## src/hdl/lpg_pkg.sv

```systemverilog
`timescale 1ns / 1ps
// ----------------------------------------------------------------------------
// Lattice point generator package
// Shared widths, register indexes, mode and status codes, constant tables
// and small helpers.
// ----------------------------------------------------------------------------
package lpg_pkg;

  localparam int MAX_DIM_DEF      = 1024;
  localparam int CORDIC_STEPS_DEF = 16;
  localparam int ATAN_LEN         = 24;
  localparam int GUARD_BITS       = 8;

  localparam int CNT_W     = 11;  // row / column / point counts
  localparam int COL_W     = 14;  // column index and ring size
  localparam int CFG_W     = 32;
  localparam int CFG_IDX_W = 3;
  localparam int POS_W     = 34;  // Q17.16 output coordinates
  localparam int CW        = 42;  // CORDIC datapath with guard bits
  localparam int TW        = 34;  // CORDIC angle accumulator
  localparam int ANG_W     = 32;  // angle in 2^-32 turns
  localparam int DEN_W     = COL_W;
  localparam int DIV_NW    = 32;
  localparam int PITCH_W   = 21;

  localparam int GAIN_Q30       = 652032875;
  localparam int GAIN_LO        = GAIN_Q30 % 65536;
  localparam int GAIN_HI        = GAIN_Q30 / 65536;
  localparam int SQRT3_Q16      = 113512;
  localparam int SQRT3_HALF_Q16 = 56756;
  localparam int RING_NUM       = 31421;
  localparam int RING_DEN       = 5000;
  localparam int NEAR_ORIGIN    = 6;

  // x / RING_DEN as (x * RING_RECIP) >> RING_SHIFT, exact for x below 2^27
  localparam int RING_SHIFT = 40;
  localparam int RING_RECIP =
    int'(((longint'(1) <<< RING_SHIFT) + longint'(RING_DEN) - 1) / longint'(RING_DEN));

  typedef enum logic [CFG_IDX_W-1:0] {
    CFG_MODE,
    CFG_ROWS,
    CFG_COLS,
    CFG_SPACING,
    CFG_CENTER_X,
    CFG_CENTER_Z,
    CFG_SPIRAL,
    CFG_MIN_PTS
  } cfg_idx_e;

  localparam logic [2:0] MODE_RECT      = 3'd0;
  localparam logic [2:0] MODE_TRI       = 3'd1;
  localparam logic [2:0] MODE_TRI_CTR   = 3'd2;
  localparam logic [2:0] MODE_RING_FIX  = 3'd3;
  localparam logic [2:0] MODE_RING_EVEN = 3'd4;
  localparam logic [2:0] MODE_HEX       = 3'd5;

  localparam logic [1:0] ST_POINT = 2'd0;
  localparam logic [1:0] ST_LAST  = 2'd1;
  localparam logic [1:0] ST_END   = 2'd2;

  localparam logic [1:0] PH_MAIN   = 2'd0;
  localparam logic [1:0] PH_SECOND = 2'd1;
  localparam logic [1:0] PH_DONE   = 2'd2;

  typedef enum logic [3:0] {
    S_IDLE,
    S_SEEK,
    S_NDIV,
    S_NWAIT,
    S_RCHK,
    S_AWAIT,
    S_GLO,
    S_GHI,
    S_X0,
    S_CWAIT,
    S_LPX,
    S_LPZ,
    S_LFIN,
    S_OUT
  } lpg_state_e;

  typedef struct packed {
    logic signed [POS_W-1:0] x;
    logic signed [POS_W-1:0] z;
  } lpg_polar_t;

  // atan(2^-i) in 2^-32 turns
  localparam logic [29:0] ATAN_TURNS [ATAN_LEN] = '{
    30'd536870912, 30'd316933406, 30'd167458907, 30'd85004756, 30'd42667331,
    30'd21354465, 30'd10679838, 30'd5340245, 30'd2670163, 30'd1335087,
    30'd667544, 30'd333772, 30'd166886, 30'd83443, 30'd41722, 30'd20861,
    30'd10430, 30'd5215, 30'd2608, 30'd1304, 30'd652, 30'd326, 30'd163, 30'd81
  };

  function automatic logic [CNT_W-1:0] clamp_dim(logic [CNT_W-1:0] v, int maxd);
    return (int'(v) > maxd) ? CNT_W'(maxd) : v;
  endfunction

  // divide by 2^k, rounding toward zero
  function automatic logic signed [63:0] trunc_shr(logic signed [63:0] v, logic [1:0] k);
    return (v < 0) ? -((-v) >>> k) : (v >>> k);
  endfunction

  function automatic logic near_origin(logic signed [POS_W-1:0] x,
                                       logic signed [POS_W-1:0] z);
    return (x >= -POS_W'(NEAR_ORIGIN)) && (x <= POS_W'(NEAR_ORIGIN)) &&
           (z >= -POS_W'(NEAR_ORIGIN)) && (z <= POS_W'(NEAR_ORIGIN));
  endfunction

endpackage

```

## src/hdl/lpg_div.sv

```systemverilog
`timescale 1ns / 1ps
// ----------------------------------------------------------------------------
// Serial divider
// Restoring division, one quotient bit per cycle. The remainder starts at
// rem0 (below den) and the bits of num are shifted in MSB first.
// ----------------------------------------------------------------------------
module lpg_div (
  input  logic                       clk_i,
  input  logic                       rst_ni,
  input  logic                       start_i,
  input  logic [lpg_pkg::DEN_W-1:0]  rem0_i,
  input  logic [lpg_pkg::DIV_NW-1:0] num_i,
  input  logic [lpg_pkg::DEN_W-1:0]  den_i,
  output logic                       done_o,
  output logic [lpg_pkg::DIV_NW-1:0] quot_o
);
  import lpg_pkg::*;

  localparam int CNT_BITS = $clog2(DIV_NW);

  logic                busy_q, done_q;
  logic [CNT_BITS-1:0] cnt_q;
  logic [DEN_W-1:0]    rem_q, den_q;
  logic [DIV_NW-1:0]   num_q;
  logic [DEN_W:0]      shift;
  logic                qbit;

  assign shift = {rem_q, num_q[DIV_NW-1]};
  assign qbit  = (shift >= {1'b0, den_q});

  always_ff @(posedge clk_i or negedge rst_ni) begin
    if (!rst_ni) begin
      busy_q <= 1'b0;
      done_q <= 1'b0;
      cnt_q  <= '0;
    end else begin
      done_q <= 1'b0;
      if (start_i) begin
        busy_q <= 1'b1;
        cnt_q  <= '0;
      end else if (busy_q) begin
        cnt_q <= cnt_q + 1'b1;
        if (cnt_q == CNT_BITS'(DIV_NW - 1)) begin
          busy_q <= 1'b0;
          done_q <= 1'b1;
        end
      end
    end
  end

  always_ff @(posedge clk_i) begin
    if (start_i) begin
      rem_q <= rem0_i;
      num_q <= num_i;
      den_q <= den_i;
    end else if (busy_q) begin
      rem_q <= qbit ? DEN_W'(shift - {1'b0, den_q}) : DEN_W'(shift);
      num_q <= {num_q[DIV_NW-2:0], qbit};
    end
  end

  assign done_o = done_q;
  assign quot_o = num_q;

endmodule

```

## config.mk

```make
export PLATFORM = sky130hd
export DESIGN_NAME = lpg_div
export DESIGN_NICKNAME = d
export VERILOG_FILES = /design/src/hdl/lpg_pkg.sv /design/src/hdl/lpg_div.sv
export SDC_FILE = /design/constraint.sdc
export NUM_CORES = 1
export LEC_CHECK = 0
export BUFFER_PORTS_ARGS = -buffer_cell sky130_fd_sc_hd__buf_2
export CAP_MARGIN = 20
export CORE_AREA = 2 2 91 93
export DETAILED_ROUTE_END_ITERATION = 6
export DIE_AREA = 0 0 93 95
export PLACE_DENSITY_LB_ADDON = 0.05
export SKIP_LAST_GASP = 1
export SLEW_MARGIN = 20
export SYNTH_ARGS = -nofsm -noshare
export SYNTH_HDL_FRONTEND = slang
export SYNTH_SLANG_ARGS = --single-unit
```

## constraint.sdc

```tcl
create_clock -name clk_i -period 2.7 [get_ports clk_i]
set_clock_uncertainty 0.2 [all_clocks]
set_input_delay 0.54 -clock clk_i [delete_from_list [all_inputs] [get_ports clk_i]]
set_output_delay 0.54 -clock clk_i [all_outputs]
set_load 0.005 [all_outputs]
```

==> impl_metrics.json <==
{
  "mostFrequentLayoutCell": "buf_2",
  "hold_path_class": "in -> reg",
  "pin_count": 96,
  "grt_max_degree": 80,
  "rr_endpoint": "rem_q[4]$_DFFE_PP_",
  "area_delta_synth_final_pct": 28.0,
  "coreArea_mm2": 0.00793,
  "n_fill_cell": 720,
  "pwr-share-seq_pct": 34.9,
  "max_freq_mhz": 382,
  "peakVddDrop_uv": 402,
  "antenna_cells": 0,
  "reg2reg_slack_ps": 90,
  "internal-power_mw": 2.79,
  "die_y_um": 95,
  "p_sw_share_pct": 34.8,
  "clkLatencyLatePin_ps": 340,
  "drive_gt1_share_pct": 47.3,
  "grt_util_met1_pct": 22.8,
  "vias": 2524,
  "ff2ff_path_depth": 7,
  "rr_startpoint": "rem_q[11]$_DFFE_PP_",
  "timing.hold.ws_ps": 173,
  "synthTopCellsByArea": "edfxtp_1 49%, mux2_2 12%, ha_1 5.5%",
  "multi_input_area_mm2": 0.00168,
  "h-tree-depth": 3,
  "synthArstFlopShare_pct": 10.4,
  "yosysWarnings": 0,
  "tightest_slew_ps": 685,
  "path_clk_slew_ps": 90,
  "fp.dieW_um": 93,
  "synth_edf_count": 60,
  "place_area_mm2": 0.00431,
  "yosys.area.top_type_share_pct": 49.5,
  "setup_tns_ps": 0,
  "wl_per_cell_um": 15.6,
  "cp.required_ps": 2590,
  "design_area_mm2": 0.00466,
  "yosysTopAreaCell": "edfxtp_1",
  "min_period_ps": 2610,
  "ys_types": 49,
  "antenna_found_initial": 1,
  "antenna_left": 0,
  "p_leak_nw": 2.00,
  "status": "finished clean",
  "yosysSeqAreaShare_pct": 54.3,
  "p_comb_share_pct": 45.1,
  "period_share_pct": 96.8,
  "syn-num-nets": 360,
  "power.switching_mw": 1.49,
  "hold_viol": 0,
  "dr.pass1.iters": 4,
  "grt_util_met2_pct": 28.9,
  "rows": 33,
  "start_util_pct": 45.9,
  "grt.total_usage_pct": 17.9,
  "crit_path_end_kind": "flop",
  "overflow": 0,
  "gp_congestion": 0.854,
  "ctsLongestPathBuffers": 2,
  "portBuffers": 95,
  "start_kind": "flop",
  "hold_start": "den_i[7]",
  "grt_pass1_wl_mm": 12.2,
  "max-slew-margin-rel_pct": 54.4,
  "crit_start": "rem_q[11]$_DFFE_PP_",
  "routed_wl_mm": 7.76,
  "p_clk_share_pct": 20.0,
  "hold_depth": 1,
  "seq_area_mm2": 0.00198,
  "synthCells": 280,
  "met3_usage_pct": 6.86,
  "numCtsBuffers": 9,
  "grt_busiest_layer": "met2",
  "numClockSinks": 67,
  "placedCellCount": 480,
  "instances_no_fill": 498,
  "avgSynthCellArea_um2": 13.0,
  "cp-endpoint": "rem_q[4]$_DFFE_PP_",
  "dieArea_mm2": 0.00884,
  "ctsRootBufferMaster": "clkbuf_8",
  "avgViaCountPerCell": 5.07,
  "drc": 0,
  "drt_iter0_drc": 93,
  "layout_common_cells": "95 x buf_2, 60 x edfxtp_1, 38 x mux2_2, 18 x nor2_1, 17 x inv_1",
  "grt_pass1_vias": 2581,
  "setup_viol_count_final": 0,
  "fin_nets": 468,
  "critPathKind": "reg -> reg",
  "hpwl_mm": 5.53,
  "fin_util_pct": 58.8,
  "crit_fanout": 8,
  "critPathArrivalTime_ps": 2500,
  "synth-seq-cells": 67,
  "cts_tree": "built",
  "drv_cap": 0,
  "power_density_mw_per_mm2": 918,
  "synth_ff_type": "edfxtp_1",
  "drv_slew": 0,
  "syn_area_mm2": 0.00364
}
-- per-stage QoR --
step | power (mW) | setup WS [ps]
6_report | 4.28 | 85.3
5_1_grt | 4.57 | -14.8
3_3_place_gp | 3.21 | 34.8
2_1_floorplan | 2.74 | 174
3_5_place_dp | 3.24 | -15.3
4_1_cts | 4.13 | 0.928
-- worst max-delay path, cell delays in order (launching register included) --
cell	delay, ps
edfxtp_1	440
ha_4	290
a21o_1	170
a211o_1	350
nor2_4	150
o211ai_4	160
mux2_4	350
mux2_2	260
-- timing repair --
action,CTS,global route
hold endpoints to repair,7,0
buffers inserted,0,1
gates resized for setup,1,23
gates cloned,0,0
setup endpoints to repair,9,13
hold buffers,1,0
pin swaps,0,4
-- power by group through the flow --
stage	clock network (mW)	registers [mW]	logic [mW]
floorplan	0	1.47	1.27
global placement	0	1.49	1.72
detailed placement	0	1.49	1.75
CTS	0.887	1.47	1.77
global route	0.924	1.52	2.13
finish	0.855	1.49	1.93
-- cell type report --
class	instances	share of cell area (%)
flip-flops and latches	67	42.4
multi-input cells	185	36.0
repair buffers	108	13.1
well taps	105	2.82
clock buffers	9	2.66
clock inverters	7	1.58
inverters	17	1.37
-- cell usage after synthesis, types with 2 or more instances --
cell type	count
edfxtp_1	60
mux2_2	38
nor2_1	19
inv_1	17
ha_1	16
nand2_1	12
a21oi_1	10
clkbuf_1	7
dfrtp_1	7
nor3b_1	7
xor2_1	7
a221o_1	6
nand2b_1	6
o21ai_0	6
nand4_1	5
xnor2_1	5
mux2_4	4
mux2i_1	4
nor3_1	4
a211oi_1	3
a21o_1	3
buf_2	3
nand3_1	3
nand3b_1	2
nor2b_1	2
-- worst min-delay path by stage --
stage and end:
3_3_place_gp cnt_q[1]$_DFFE_PN0P_, 3_5_place_dp cnt_q[1]$_DFFE_PN0P_, 4_1_cts den_q[7]$_DFFE_PP_, 6_report den_q[7]$_DFFE_PP_
2_1_floorplan busy_q$_DFF_PN0_, 5_1_grt den_q[7]$_DFFE_PP_
-- layer usage --
layer / share of wire, % / routed length [um]
met2: 48 / 3740
met4: 1.1 / 85
met5: 0.17 / 13
met3: 6.7 / 523
met1: 44 / 3400
-- registers in the layout (all words and copies together) (netlist names) --
| signal | cells |
|---|---|
| busy_q | 1 |
| cnt_q | 5 |
| den_q | 14 |
| done_o | 1 |
| quot_o | 32 |
| rem_q | 14 |
-- cell families after synthesis --
family	Yosys count	synth area share, %
AOI/OAI and AO/OA	42	9.00
xor gates and xnor gates	12	2.89
muxes	46	14.5
buffers and inverters	28	3.20
adders and majority gates	17	6.05
DFF	67	54.3
and+or+nand+nor	68	10.1
Power figures use the tool's default switching activity.
